`src/rtl/core/fsms_pkg.sv`:
```
package fsms_pkg;

	localparam int unsigned MAX_PATTERN = 8;
	localparam int unsigned MAX_TARGET  = 64;

	localparam logic [2:0] KIND_NONE     = 3'd0;
	localparam logic [2:0] KIND_EMPTY    = 3'd1;
	localparam logic [2:0] KIND_EXACT    = 3'd2;
	localparam logic [2:0] KIND_PREFIX   = 3'd3;
	localparam logic [2:0] KIND_SUBSTR   = 3'd4;
	localparam logic [2:0] KIND_FUZZY    = 3'd5;
	localparam logic [2:0] KIND_ACRONYM  = 3'd6;
	localparam logic [2:0] KIND_TOO_LONG = 3'd7;

	localparam logic [15:0] SC_EXACT     = 16'd16000;
	localparam logic [15:0] SC_PREFIX    = 16'd9600;
	localparam logic [15:0] SC_SUBSTR    = 16'd6400;
	localparam logic [15:0] SC_BOUNDARY  = 16'd1600;
	localparam logic [15:0] SC_ACR_SUB   = 16'd800;
	localparam logic [15:0] SC_ACR_FUZZY = 16'd1600;
	localparam logic [15:0] SC_ACR_ONLY  = 16'd2400;
	localparam logic [11:0] RATIO_PREFIX = 12'd2400;
	localparam logic [11:0] RATIO_OTHER  = 12'd800;
	localparam logic [15:0] FZ_HIT       = 16'd160;
	localparam logic [15:0] FZ_WORD      = 16'd560;
	localparam logic [15:0] FZ_CONSEC    = 16'd400;
	localparam logic [15:0] FZ_GAP_STEP  = 16'd24;
	localparam logic [15:0] FZ_GAP_MAX   = 16'd320;
	localparam logic [15:0] SC_FLOOR     = 16'd16;

	localparam int unsigned NUM_W = 15;

	typedef struct packed {
		logic [7:0] ch;
		logic       last;
	} in_item_t;

	typedef struct packed {
		logic        matched;
		logic [2:0]  match_kind;
		logic [13:0] score;
		logic [63:0] position_mask;
	} out_item_t;

	typedef struct packed {
		logic [2:0]       kind;
		logic [15:0]      base;
		logic [NUM_W-1:0] num;
		logic [6:0]       tlen;
		logic             clamp;
		logic [63:0]      mask;
	} job_t;

	function automatic logic is_up(input logic [7:0] c);
		return (c >= 8'h41) && (c <= 8'h5A);
	endfunction

	function automatic logic is_lo(input logic [7:0] c);
		return (c >= 8'h61) && (c <= 8'h7A);
	endfunction

	function automatic logic is_an(input logic [7:0] c);
		return is_up(c) || is_lo(c) || ((c >= 8'h30) && (c <= 8'h39));
	endfunction

	function automatic logic [7:0] fold(input logic [7:0] c);
		return is_up(c) ? c + 8'd32 : c;
	endfunction

endpackage

```
`src/rtl/core/fsms_fifo.sv`:
```
module fsms_fifo (
	input  logic          clk,
	input  logic          arst_n,
	input  logic          wr,
	input  fsms_pkg::job_t wdata,
	output logic          full,
	input  logic          rd,
	output logic          empty,
	output fsms_pkg::job_t rdata
);
	import fsms_pkg::*;

	job_t       mem_q [2];
	logic       wp_q, rp_q;
	logic [1:0] cnt_q;

	assign full  = (cnt_q == 2'd2);
	assign empty = (cnt_q == 2'd0);
	assign rdata = mem_q[rp_q];

	always_ff @(posedge clk) begin
		if (wr && !full) begin
			mem_q[wp_q] <= wdata;
		end
	end

	always_ff @(posedge clk or negedge arst_n) begin
		if (!arst_n) begin
			wp_q  <= 1'b0;
			rp_q  <= 1'b0;
			cnt_q <= 2'd0;
		end else begin
			if (wr && !full) wp_q <= ~wp_q;
			if (rd && !empty) rp_q <= ~rp_q;
			cnt_q <= cnt_q + 2'((wr && !full) ? 1 : 0) - 2'((rd && !empty) ? 1 : 0);
		end
	end

endmodule

```
`src/rtl/core/fsms_front.sv`:
```
module fsms_front #(
	parameter int unsigned MaxPattern = fsms_pkg::MAX_PATTERN,
	parameter int unsigned MaxTarget  = fsms_pkg::MAX_TARGET
) (
	input  logic              clk,
	input  logic              arst_n,
	input  logic              accept,
	input  fsms_pkg::in_item_t item,
	input  logic [63:0]       pattern_chars,
	input  logic [3:0]        pattern_length,
	output logic              job_valid,
	output fsms_pkg::job_t    job
);
	import fsms_pkg::*;

	logic [6:0]  cnt_q, cnt_n;
	logic [7:0]  rec_q [9];
	logic [7:0]  rec_n [9];
	logic        prefix_q, prefix_n;
	logic        sfound_q, sfound_n;
	logic [5:0]  spos_q, spos_n;
	logic        sbnd_q, sbnd_n;
	logic [7:0]  acr_q [8];
	logic [7:0]  acr_n [8];
	logic [6:0]  acnt_q, acnt_n;
	logic        afound_q, afound_n;
	logic        inword_q, inword_n;
	logic [3:0]  fidx_q, fidx_n;
	logic [5:0]  flast_q, flast_n;
	logic        fprev_q, fprev_n;
	logic [15:0] fscore_q, fscore_n;
	logic [63:0] fmask_q, fmask_n;
	logic        ovf_q, ovf_n;

	logic [3:0]  plen;
	logic [7:0]  pat [8];
	logic [7:0]  c, lc, prev;
	logic        word, bnd, ok, aok;
	logic [6:0]  gap;
	logic [15:0] pen;
	logic [63:0] ones;

	assign plen = (pattern_length > 4'(MaxPattern)) ? 4'(MaxPattern) : pattern_length;
	assign ones = ~(64'hFFFF_FFFF_FFFF_FFFF << plen);

	always_comb begin
		for (int i = 0; i < 8; i++) pat[i] = fold(pattern_chars[8*i +: 8]);
	end

	always_comb begin
		c    = item.ch;
		lc   = fold(c);
		prev = rec_q[0];
		cnt_n = cnt_q; prefix_n = prefix_q; sfound_n = sfound_q; spos_n = spos_q;
		sbnd_n = sbnd_q; acnt_n = acnt_q; afound_n = afound_q; inword_n = inword_q;
		fidx_n = fidx_q; flast_n = flast_q; fprev_n = fprev_q; fscore_n = fscore_q;
		fmask_n = fmask_q; ovf_n = ovf_q;
		rec_n = rec_q; acr_n = acr_q;
		word = is_an(c);
		bnd = 1'b0; ok = 1'b1; aok = 1'b1;
		gap = '0; pen = '0;
		if (cnt_q >= 7'(MaxTarget)) begin
			ovf_n = 1'b1;
		end else begin
			rec_n[0] = c;
			for (int k = 1; k < 9; k++) rec_n[k] = rec_q[k-1];
			if ((cnt_q < 7'(plen)) && (lc != pat[cnt_q[2:0]])) prefix_n = 1'b0;
			if (!sfound_q && (plen != 4'd0) && ((cnt_q + 7'd1) >= 7'(plen))) begin
				for (int k = 0; k < 8; k++) begin
					if ((4'(k) < plen) && (fold(rec_n[k]) != pat[3'(plen - 4'd1 - 4'(k))]))
						ok = 1'b0;
				end
				if (ok) begin
					sfound_n = 1'b1;
					spos_n   = 6'(cnt_q + 7'd1 - 7'(plen));
					sbnd_n   = (spos_n == 6'd0) || !is_an(rec_n[plen]);
				end
			end
			bnd = word && (!inword_q || (is_up(c) && (cnt_q != 7'd0) && is_lo(prev)));
			if (bnd) begin
				acr_n[0] = lc;
				for (int k = 1; k < 8; k++) acr_n[k] = acr_q[k-1];
				if (acnt_q < 7'd127) acnt_n = acnt_q + 7'd1;
				if ((plen != 4'd0) && (acnt_n >= 7'(plen))) begin
					for (int k = 0; k < 8; k++) begin
						if ((4'(k) < plen) && (acr_n[k] != pat[3'(plen - 4'd1 - 4'(k))]))
							aok = 1'b0;
					end
					if (aok) afound_n = 1'b1;
				end
			end
			inword_n = word;
			if (fidx_q < plen) begin
				if (lc == pat[fidx_q[2:0]]) begin
					fmask_n[cnt_q[5:0]] = 1'b1;
					fscore_n = fscore_q + FZ_HIT;
					if ((cnt_q == 7'd0) || !is_an(prev) || (is_up(c) && is_lo(prev)))
						fscore_n = fscore_n + FZ_WORD;
					if (fprev_q && (cnt_q == ({1'b0, flast_q} + 7'd1))) begin
						fscore_n = fscore_n + FZ_CONSEC;
					end else if (fidx_q != 4'd0) begin
						gap = cnt_q - {1'b0, flast_q} - 7'd1;
						pen = (gap > 7'd13) ? FZ_GAP_MAX : 16'(gap) * FZ_GAP_STEP;
						fscore_n = fscore_n - pen;
					end
					fprev_n = 1'b1;
					flast_n = cnt_q[5:0];
					fidx_n  = fidx_q + 4'd1;
				end else begin
					fprev_n = 1'b0;
				end
			end
			cnt_n = cnt_q + 7'd1;
		end
	end

	// classify the finished string and set up the ratio term for the back end
	always_comb begin
		job = '0;
		job.tlen = cnt_n;
		if (ovf_n) begin
			job.kind = KIND_TOO_LONG;
		end else if (plen == 4'd0) begin
			job.kind = KIND_EMPTY;
		end else if ((7'(plen) > cnt_n) || (cnt_n == 7'd0)) begin
			job.kind = KIND_NONE;
		end else if (prefix_n && (cnt_n == 7'(plen))) begin
			job.kind = KIND_EXACT;
			job.base = SC_EXACT;
			job.mask = ones;
		end else if (prefix_n) begin
			job.kind = KIND_PREFIX;
			job.base = SC_PREFIX;
			job.num  = NUM_W'(RATIO_PREFIX) * NUM_W'(plen);
			job.mask = ones;
		end else if (sfound_n) begin
			job.kind = KIND_SUBSTR;
			job.base = SC_SUBSTR + (sbnd_n ? SC_BOUNDARY : 16'd0)
				+ (afound_n ? SC_ACR_SUB : 16'd0);
			job.num  = NUM_W'(RATIO_OTHER) * NUM_W'(plen);
			job.mask = ones << spos_n;
		end else if (fidx_n == plen) begin
			job.kind  = KIND_FUZZY;
			job.base  = fscore_n + (afound_n ? SC_ACR_FUZZY : 16'd0);
			job.num   = NUM_W'(RATIO_OTHER) * NUM_W'(plen);
			job.clamp = 1'b1;
			job.mask  = fmask_n;
		end else if (afound_n) begin
			job.kind = KIND_ACRONYM;
			job.base = SC_ACR_ONLY;
		end
	end

	assign job_valid = accept && item.last;

	always_ff @(posedge clk or negedge arst_n) begin
		if (!arst_n) begin
			cnt_q <= '0; prefix_q <= 1'b1; sfound_q <= 1'b0; spos_q <= '0; sbnd_q <= 1'b0;
			acnt_q <= '0; afound_q <= 1'b0; inword_q <= 1'b0; fidx_q <= '0; flast_q <= '0;
			fprev_q <= 1'b0; fscore_q <= '0; fmask_q <= '0; ovf_q <= 1'b0;
			for (int k = 0; k < 9; k++) rec_q[k] <= '0;
			for (int k = 0; k < 8; k++) acr_q[k] <= '0;
		end else if (accept) begin
			if (item.last) begin
				cnt_q <= '0; prefix_q <= 1'b1; sfound_q <= 1'b0; spos_q <= '0; sbnd_q <= 1'b0;
				acnt_q <= '0; afound_q <= 1'b0; inword_q <= 1'b0; fidx_q <= '0;
				flast_q <= '0; fprev_q <= 1'b0; fscore_q <= '0; fmask_q <= '0; ovf_q <= 1'b0;
				for (int k = 0; k < 9; k++) rec_q[k] <= '0;
				for (int k = 0; k < 8; k++) acr_q[k] <= '0;
			end else begin
				cnt_q <= cnt_n; prefix_q <= prefix_n; sfound_q <= sfound_n; spos_q <= spos_n;
				sbnd_q <= sbnd_n; acnt_q <= acnt_n; afound_q <= afound_n;
				inword_q <= inword_n; fidx_q <= fidx_n; flast_q <= flast_n;
				fprev_q <= fprev_n; fscore_q <= fscore_n; fmask_q <= fmask_n; ovf_q <= ovf_n;
				rec_q <= rec_n;
				acr_q <= acr_n;
			end
		end
	end

	a_cnt_range: assert property (@(posedge clk) disable iff (!arst_n)
		cnt_q <= 7'(MaxTarget)) else $error("character count beyond target limit");
	a_fidx_range: assert property (@(posedge clk) disable iff (!arst_n)
		fidx_q <= 4'(MaxPattern)) else $error("fuzzy index beyond pattern limit");
	a_clear_after_last: assert property (@(posedge clk) disable iff (!arst_n)
		job_valid |=> (cnt_q == 7'd0) && !ovf_q && prefix_q)
		else $error("string state not cleared after final beat");

endmodule

```
`src/rtl/core/fsms_back.sv`:
```
module fsms_back (
	input  logic               clk,
	input  logic               arst_n,
	input  logic               q_empty,
	input  fsms_pkg::job_t     q_data,
	output logic               q_pop,
	output logic               out_valid,
	input  logic               out_take,
	output fsms_pkg::out_item_t out_item
);
	import fsms_pkg::*;

	typedef enum logic [2:0] {
		ST_IDLE = 3'b001,
		ST_DIV  = 3'b010,
		ST_DONE = 3'b100
	} state_t;

	state_t           state_q;
	job_t             job_q;
	logic [NUM_W-1:0] num_q, quo_q;
	logic [6:0]       rem_q, div_q;
	logic [3:0]       cnt_q;
	logic             out_valid_q;
	out_item_t        out_q;

	logic [7:0]  rem_sh;
	logic        ge;
	logic [16:0] sum;

	assign q_pop     = (state_q == ST_IDLE) && !q_empty;
	assign out_valid = out_valid_q;
	assign out_item  = out_q;
	assign rem_sh    = {rem_q, num_q[NUM_W-1]};
	assign ge        = rem_sh >= {1'b0, div_q};

	always_comb begin
		sum = 17'($signed({job_q.base[15], job_q.base}) + $signed({2'b00, quo_q}));
		if (job_q.clamp && ($signed(sum) < $signed({1'b0, SC_FLOOR}))) sum = {1'b0, SC_FLOOR};
	end

	always_ff @(posedge clk) begin
		if (q_pop) begin
			job_q <= q_data;
			num_q <= q_data.num;
			div_q <= (q_data.tlen == 7'd0) ? 7'd1 : q_data.tlen;
			rem_q <= '0;
			quo_q <= '0;
		end else if (state_q == ST_DIV) begin
			rem_q <= ge ? 7'(rem_sh - {1'b0, div_q}) : rem_sh[6:0];
			quo_q <= {quo_q[NUM_W-2:0], ge};
			num_q <= num_q << 1;
		end
		if ((state_q == ST_DONE) && (!out_valid_q || out_take)) begin
			out_q.match_kind    <= job_q.kind;
			out_q.matched       <= (job_q.kind != KIND_NONE) && (job_q.kind != KIND_TOO_LONG);
			out_q.score         <= sum[13:0];
			out_q.position_mask <= job_q.mask;
		end
	end

	always_ff @(posedge clk or negedge arst_n) begin
		if (!arst_n) begin
			state_q     <= ST_IDLE;
			cnt_q       <= '0;
			out_valid_q <= 1'b0;
		end else begin
			if ((state_q == ST_DONE) && (!out_valid_q || out_take)) out_valid_q <= 1'b1;
			else if (out_take && out_valid_q)                      out_valid_q <= 1'b0;
			case (state_q)
				ST_IDLE: begin
					if (!q_empty) begin
						state_q <= ST_DIV;
						cnt_q   <= '0;
					end
				end
				ST_DIV: begin
					cnt_q <= cnt_q + 4'd1;
					if (cnt_q == 4'(NUM_W - 1)) state_q <= ST_DONE;
				end
				ST_DONE: begin
					if (!out_valid_q || out_take) state_q <= ST_IDLE;
				end
				default: state_q <= ST_IDLE;
			endcase
		end
	end

	a_cnt_range: assert property (@(posedge clk) disable iff (!arst_n)
		(state_q == ST_DIV) |-> (cnt_q < 4'(NUM_W))) else $error("divide step count overrun");
	a_done_loads: assert property (@(posedge clk) disable iff (!arst_n)
		((state_q == ST_DONE) && !out_valid_q) |=> out_valid_q)
		else $error("finished result not loaded");
	a_nomatch_zero: assert property (@(posedge clk) disable iff (!arst_n)
		(out_valid_q && !out_q.matched) |-> (out_q.score == 14'd0) && (out_q.position_mask == '0))
		else $error("unmatched result carries score or mask");

endmodule

```
`src/rtl/core/fuzzy_string_match_scorer_unit.sv`:
```
// Fuzzy string match scorer.
// Configuration: APB-style port. pattern_chars at byte address 0 (64 bits,
// char i in bits 8i+7:8i), pattern_length at address 8. Write only while idle.
// Input: push/full queue port. Each beat carries one target character and a
// last flag; one beat is taken per cycle while full is low.
// Output: empty/pop queue port. One result beat per string, produced after
// the beat marked last: matched, match kind, score (1/16 units), position mask.
// Flow: the front end folds each character into running match state in
// the cycle it is taken. On the last beat it pushes a job into a two-entry
// queue. The back end pops a job while idle, divides the ratio term one
// quotient bit per cycle, then loads the result register, which drives
// empty low. It takes no new job until that result is loaded, so when
// strings arrive faster than it finishes them the queue fills and full
// throttles the input.
// Reset clears all string state, the queue and the result valid flag; the
// pattern registers read zero (empty pattern).
// When the receiver stalls, hold the result; the back end keeps one finished
// job waiting and the queue fills, after which full rises.
module fuzzy_string_match_scorer_unit #(
	parameter int unsigned MaxPattern = fsms_pkg::MAX_PATTERN,
	parameter int unsigned MaxTarget  = fsms_pkg::MAX_TARGET
) (
	input  logic                clk,
	input  logic                arst_n,
	input  logic                psel,
	input  logic                penable,
	input  logic                pwrite,
	input  logic [3:0]          paddr,
	input  logic [63:0]         pwdata,
	output logic [63:0]         prdata,
	output logic                pready,
	input  logic                push,
	output logic                full,
	input  fsms_pkg::in_item_t  in_item,
	output logic                empty,
	input  logic                pop,
	output fsms_pkg::out_item_t out_item
);
	import fsms_pkg::*;

	logic [63:0] pattern_chars_q;
	logic [3:0]  pattern_length_q;
	logic        accept, job_valid, q_empty, q_pop, out_valid;
	job_t        job, q_data;

	assign pready = 1'b1;
	// register select by paddr[3]: low half pattern bytes, high half length
	assign prdata = paddr[3] ? {60'd0, pattern_length_q} : pattern_chars_q;

	always_ff @(posedge clk or negedge arst_n) begin
		if (!arst_n) begin
			pattern_chars_q  <= '0;
			pattern_length_q <= '0;
		end else if (psel && penable && pwrite) begin
			if (paddr[3]) pattern_length_q <= pwdata[3:0];
			else          pattern_chars_q  <= pwdata;
		end
	end

	// take a beat whenever the job queue has room
	assign accept = push && !full;
	assign empty  = !out_valid;

	fsms_front #(.MaxPattern(MaxPattern), .MaxTarget(MaxTarget)) u_front (
		.clk(clk), .arst_n(arst_n), .accept(accept), .item(in_item),
		.pattern_chars(pattern_chars_q), .pattern_length(pattern_length_q),
		.job_valid(job_valid), .job(job)
	);

	fsms_fifo u_fifo (
		.clk(clk), .arst_n(arst_n), .wr(job_valid), .wdata(job), .full(full),
		.rd(q_pop), .empty(q_empty), .rdata(q_data)
	);

	fsms_back u_back (
		.clk(clk), .arst_n(arst_n), .q_empty(q_empty), .q_data(q_data), .q_pop(q_pop),
		.out_valid(out_valid), .out_take(pop), .out_item(out_item)
	);

endmodule

```
`config.mk`:
```
export PLATFORM = sky130hd
export DESIGN_NAME = fuzzy_string_match_scorer_unit
export DESIGN_NICKNAME = d
export VERILOG_FILES = /design/src/rtl/core/fsms_pkg.sv /design/src/rtl/core/fsms_fifo.sv /design/src/rtl/core/fsms_front.sv /design/src/rtl/core/fsms_back.sv /design/src/rtl/core/fuzzy_string_match_scorer_unit.sv
export SDC_FILE = /design/constraint.sdc
export NUM_CORES = 2
export LEC_CHECK = 0
export BUFFER_PORTS_ARGS = -buffer_cell sky130_fd_sc_hd__buf_2
export CORE_ASPECT_RATIO = 1.1
export CORE_MARGIN = 5
export CORE_UTILIZATION = 27
export CTS_CLUSTER_SIZE = 24
export DETAILED_ROUTE_END_ITERATION = 16
export HOLD_SLACK_MARGIN = 0.06
export PLACE_DENSITY = 0.48
export SLEW_MARGIN = 20
export SYNTH_ARGS = -nofsm -noshare
export SYNTH_HDL_FRONTEND = slang
export SYNTH_HIERARCHICAL = 1
export SYNTH_SLANG_ARGS = --single-unit
```
`constraint.sdc`:
```
create_clock -name clk -period 6.2 [get_ports clk]
set_input_delay 0.62 -clock clk [delete_from_list [all_inputs] [get_ports clk]]
set_output_delay 0.62 -clock clk [all_outputs]
set_load 0.005 [all_outputs]
```
After elaboration in Yosys (flattened, before gate mapping)
Memories as Yosys holds them, arrays and structs flattened.
Index checks and enable logic that the tools add are counted.
{"block": "classes", "n_addsub": 43, "n_mul": 3, "n_lt_le_gt_ge": 78, "eq_ne": 30, "n_shift": 2, "mux": 178, "n_bitwise": 16, "reduce_logical": 103}
{"op": "$mux 64", "count": 11}
{"op": "$mux 8", "count": 38}
{"op": "$mux 65", "count": 4}
{"op": "$bmux 8 s3", "count": 10}
{"op": "$ge 8x7->1 const B", "count": 20}
{"op": "$le 8x7->1 const B", "count": 20}
{"op": "$mux 16", "count": 10}
{"op": "$mux 72", "count": 2}
{"op": "$add 8x6->8 const B", "count": 16}
{"op": "$ne 8x8->1", "count": 16}
{"op": "$mux 31", "count": 3}
{"op": "$mux 34", "count": 2}
{"op": "$not 64->64", "count": 1}
{"op": "$or 64x64->64", "count": 1}
{"op": "$shl 64x4->64 const A", "count": 1}
{"op": "$shl 64x6->64", "count": 1}
{"op": "$mux 7", "count": 9}
{"op": "$logic_and 1x1->1", "count": 60}
{"op": "$mux 19", "count": 3}
{"op": "$mux 1", "count": 54}
{"op": "$mux 6", "count": 8}
{"op": "$mux 15", "count": 3}
{"op": "$ge 4x4->1 const B", "count": 10}
{"op": "$not 3->4", "count": 10}
{"op": "76 further kinds", "count": 140}
{"block": "word_totals", "register_bits": 527, "ram_bits": 212, "in_bits": 84, "output_inout_bits": 149, "wordCells": 503, "memories": 1}
{"memory": "u_fifo.mem_q", "words": 2, "word_bits": 106, "rd": 1, "rd_clocked_by_memory_dff": 0, "wr": 1, "line_no": "fsms_fifo.sv:13", "text": "job_t mem_q [2];"}

Longest topological paths before layout
{"block": "depth", "ltp_word": 33, "ltp_mapped": 34}

Hierarchy
The synthesis kept the hierarchy.
{"mod": "fsms_front", "instances": 1, "cells_per_inst": 2633, "area_per_inst_um2": 22972.0}
{"mod": "fsms_back", "instances": 1, "cells_per_inst": 529, "area_per_inst_um2": 8315.5}
{"mod": "fsms_fifo", "instances": 1, "cells_per_inst": 348, "area_per_inst_um2": 7961.4}
{"mod": "fuzzy_string_match_scorer_unit", "instances": 1, "cells_per_inst": 220, "area_per_inst_um2": 3323.2}

Least setup slack after synthesis
No wires, ideal clock.
{"block": "synth_timing", "path_type": "input-to-reg", "startpoint": "in push", "endpoint": "mem u_fifo/mem_q[0][0] (netlist bit) (enable)", "arrival_ns": 6.245, "t_required_ns": 5.628, "slack_ns": -0.618, "stages": 7, "path_cell_list": "nor2b_1 > clkbuf_1 > and2_1 > clkbuf_1 > clkbuf_1 > nand2_1 > nor2_1"}
{"block": "synth_between", "elab_chain_len": 5}
{"item": "start: declaration", "line_no": "fuzzy_string_match_scorer_unit.sv:32", "text": "input logic push,"}
{"item": "$logic_and 1x1->1", "line_no": "fuzzy_string_match_scorer_unit.sv:61", "text": "assign accept = push && !full;"}
{"item": "$logic_and 1x1->1", "line_no": "fsms_front.sv:154", "text": "assign job_valid = accept && item.last;"}
{"item": "via job_valid", "line_no": "fuzzy_string_match_scorer_unit.sv:43", "text": "logic accept, job_valid, q_empty, q_pop, out_valid;"}
{"item": "$logic_and 1x1->1", "line_no": "fsms_fifo.sv:22", "text": "if (wr && !full) begin"}
{"item": "$mux 1", "line_no": "fsms_fifo.sv:22"}
{"item": "$mux 1 (implied by the code)", "line_no": "fsms_fifo.sv:23", "text": "mem_q[wp_q] <= wdata;"}
{"item": "end: declaration", "line_no": "fsms_fifo.sv:13"}
The timed path passes the listed nets, and every way through them passes these cells.

==> impl_metrics.csv <==
group,metric,value,unit
run_status,status,"completed",
place,dp_hpwl,104000,um
drt,viasPerCell,5.09,
grt,overflow,0,
timing,relSlewSlack,26.1,%
worst_setup_path,crit_type,"reg2reg",
worst_setup_path,arrival,6.41,ns
grt,antenna_found_initial,6,
floorplan,rows,152,
yosys,synth-seq-cells,736,
drt,initialDrtViolationCount,2584,
drt,wirelength,141000,um
timing,fin_hold_ws,0.159,ns
cells_and_area,final_common_cell,"edfxtp_1",
worst_setup_path,crit_top_cell,"buf_4",
timing,max_freq,165,MHz
worst_setup_path,r2r_cells,19,
place,routabilityCongestion,0.929,
cells_and_area,area_delta_synth_final,20.2,%
yosys,syn_avg_cell_area,11.4,um2
worst_setup_path,start_kind,"flip-flop",
cells_and_area,nets,4398,
timing,fin_ws,0.156,ns
clocking,cts_made_buffers,84,
yosys,synthesis.area,42600,um2
worst_setup_path,cp.depth,19,
floorplan,die_h,426,um
worst_setup_path,crit_buf_inv,3,
cells_and_area,drive_above_1_share,26.6,%
floorplan,initial_utilization,27.2,%
run,maxCapViolations,0,
cells_and_area,final_cell_mix,"edfxtp_1, buf_4, dfrtp_1",
clocking,cts_tree,"built",
clocking,cts.sinks,736,
timing,tightest_slew,1.10,ns
grt,grt_pass1_wl,210000,um
grt,grt_pass1_vias,32128,
timing,finalHoldViolations,0,
grt,grt_max_degree,125,
yosys,seq_area_frac_synth,47.7,%
power,p_total,0.0211,W
timing,fin_crit_sh,97.5,%
clocking,clk_latency,0.69,ns
floorplan,ioPinCount,233,
worst_setup_path,crit_family,"compound AO/OA/AOI/OAI gates",
worst_setup_path,slowest_stage,"or4_1",
worst_setup_path,critPathRequiredTime,6.56,ns
timing,setup_viol,0,
yosys,synth_edf_count,400,
clocking,root_buffer,"clkbuf_16",
power,irDropWorstVdd,0.358,mV
timing,finalCriticalPeriod,6.04,ns
floorplan,die_w,389,um
min_path,whs_path_depth,2,
worst_setup_path,crit_path_end_kind,"flip-flop",
place,dp_slack,0.0195,ns
drt,dr.pass1.iters,7,
drt,wl_per_cell,22.3,um
drt,vias,32217,
clocking,clockBufferDepth,3,
clocking,clkSlewWorstSetupHoldPaths,0.06,ns
worst_setup_path,crit_chain,"or4_1, o221ai_1, o21bai_1, mux2_2, mux4_2, xnor2_1, nor4_1, buf_4, a31oi_1, a2111oi_4, nand3_4, buf_4, mux2i_1, nor3_2, nand2_1, nor2_1, a221oi_1, buf_4, o21ai_0",
place,numPortBuffers,228,
min_path,hold_path_class,"in2reg",
clocking,h-tree-depth,3,
power,power.leakage,20.6,nW
floorplan,coreArea,156000,um2
worst_setup_path,cp_max_fo,12,
power,p_per_area,412,nW/um2
worst_setup_path,critPathMaxStageDelay,0.60,ns
drt,final_antenna_net_count,0,
yosys,yosys_warnings,6,
yosys,ys.flop_type,"edfxtp_1",
cells_and_area,utilization,32.7,%
timing,skew,0.0294,ns
yosys,synthCells,3730,
drt,drcViolationCount,0,
grt,track_usage,16.6,%
yosys,async_flop_share,42.7,%
floorplan,dieArea,166000,um2
yosys,synth.distinct_cells,114,
timing,slew_violations,0,
## logic make-up after synthesis
kind of cell | Yosys count | synth area share (%)
adders and majority gates | 132 | 4.01
DFF | 736 | 47.7
muxes | 408 | 13.5
and+or+nand+nor | 905 | 10.6
AOI/OAI and AO/OA | 961 | 15.6
other | 3 | 0.0264
buffers and inverters | 349 | 3.73
xor gates and xnor gates | 236 | 4.86
## flip-flops by register name, indices dropped and copies added, names as in the netlist, 15 cells and up
signal           count
u_front/rec_q       56
u_front/fmask_q     64
u_back/quo_q        15
u_back/out_item     82
u_fifo/mem_q       212
u_back/num_q        15
u_back/job_q        84
u_front/acr_q       56
pattern_chars_q     64
## where the power goes
group	switching, W	internal [W]	leakage [nW]
registers	0.000567	0.00626	8.12
clock network	0.00209	0.00292	1.34
logic	0.00538	0.00389	11.1
## per-layer routing
| metal | routed length (um) | share of wire [%] | track usage, % |
|---|---|---|---|
| met1 | 60900 | 43 | 21.8 |
| met5 | 34 | 0.024 | 0 |
| met2 | 65200 | 46 | 26.8 |
| met3 | 9750 | 6.9 | 3.61 |
| met4 | 5040 | 3.6 | 6.04 |
## synthesized netlist by cell type, types with 12 or more instances
cell,count,share of area [%]
dfrtp_1,312,18
edfxtp_1,400,28
buf_6,13,0.34
dfxtp_1,22,1.0
nor4_1,19,0.28
o22a_1,19,0.39
a221oi_1,14,0.29
nand2_1,188,1.7
and3_1,15,0.22
a21o_1,33,0.58
xnor2_1,148,3.0
o211ai_1,18,0.32
inv_1,105,0.93
a21oi_1,232,2.7
buf_2,26,0.31
clkbuf_1,150,1.3
a22o_1,143,2.9
nor2_1,275,2.4
nor3_1,86,1.0
nand2b_1,35,0.51
or3_1,24,0.35
o21bai_1,16,0.28
o221ai_1,22,0.45
o21a_1,17,0.30
and2_1,23,0.34
o21ai_1,17,0.20
nand3_1,59,0.69
nand4_1,22,0.32
mux2_4,93,3.3
mux2_2,123,3.3
buf_1,30,0.26
buf_4,12,0.21
mux4_2,82,4.3
nor2b_1,92,1.4
a31oi_1,42,0.62
xor2_1,88,1.8
mux2i_1,105,2.5
o21ai_0,153,1.8
a211oi_1,28,0.49
o22ai_1,57,0.84
ha_1,123,3.6
## through the flow
stage | area [um2] | setup TNS (ns) | instances
finish | 51200 | 0 | 6333
CTS | 51000 | 0 | 6328
detailed placement | 48200 | 0 | 6171
global placement | 48100 | 0 | 6171
global route | 51200 | -0.00525 | 6332
floorplan | 42600 | 0 | 3738
## path summary, 6_finish.rpt
| check | from | to | slack [ns] |
|---|---|---|---|
| worst max-delay path | pattern_chars_q[50] | u_fifo/mem_q[0][24] | 0.16 |
| worst min-delay path | pwdata[34] | pattern_chars_q[34] | 0.16 |
| worst max register to register | pattern_chars_q[50] | u_fifo/mem_q[0][24] | 0.16 |
| worst min register to register | u_back/job_q[44] | u_back/out_item[44] | 0.42 |
| max in group asynchronous | arst_n | u_front/fmask_q[47] | 4.29 |
| min in group asynchronous | arst_n | u_front/prev[2] | 0.54 |
## cell type report
type                    count  area [um2]
well taps                2079        2600
inverters                 110         415
multi-input cells        2653       21000
clock buffers             120        2390
fillers                 15898      105000
flip-flops and latches    736       20300
diodes                      1        2.50
repair buffers            598        4080
clock inverters            36         405
## repair_timing
item                                    in CTS  in global routing
buffers inserted                             0                  4
hold buffers                                 1                  0
resized for setup                            1                 41
endpoints found under the setup margin       4                135
endpoints found under the hold margin       70                  0
pin swaps                                    0                 12
Power figures use the tool's default switching activity.
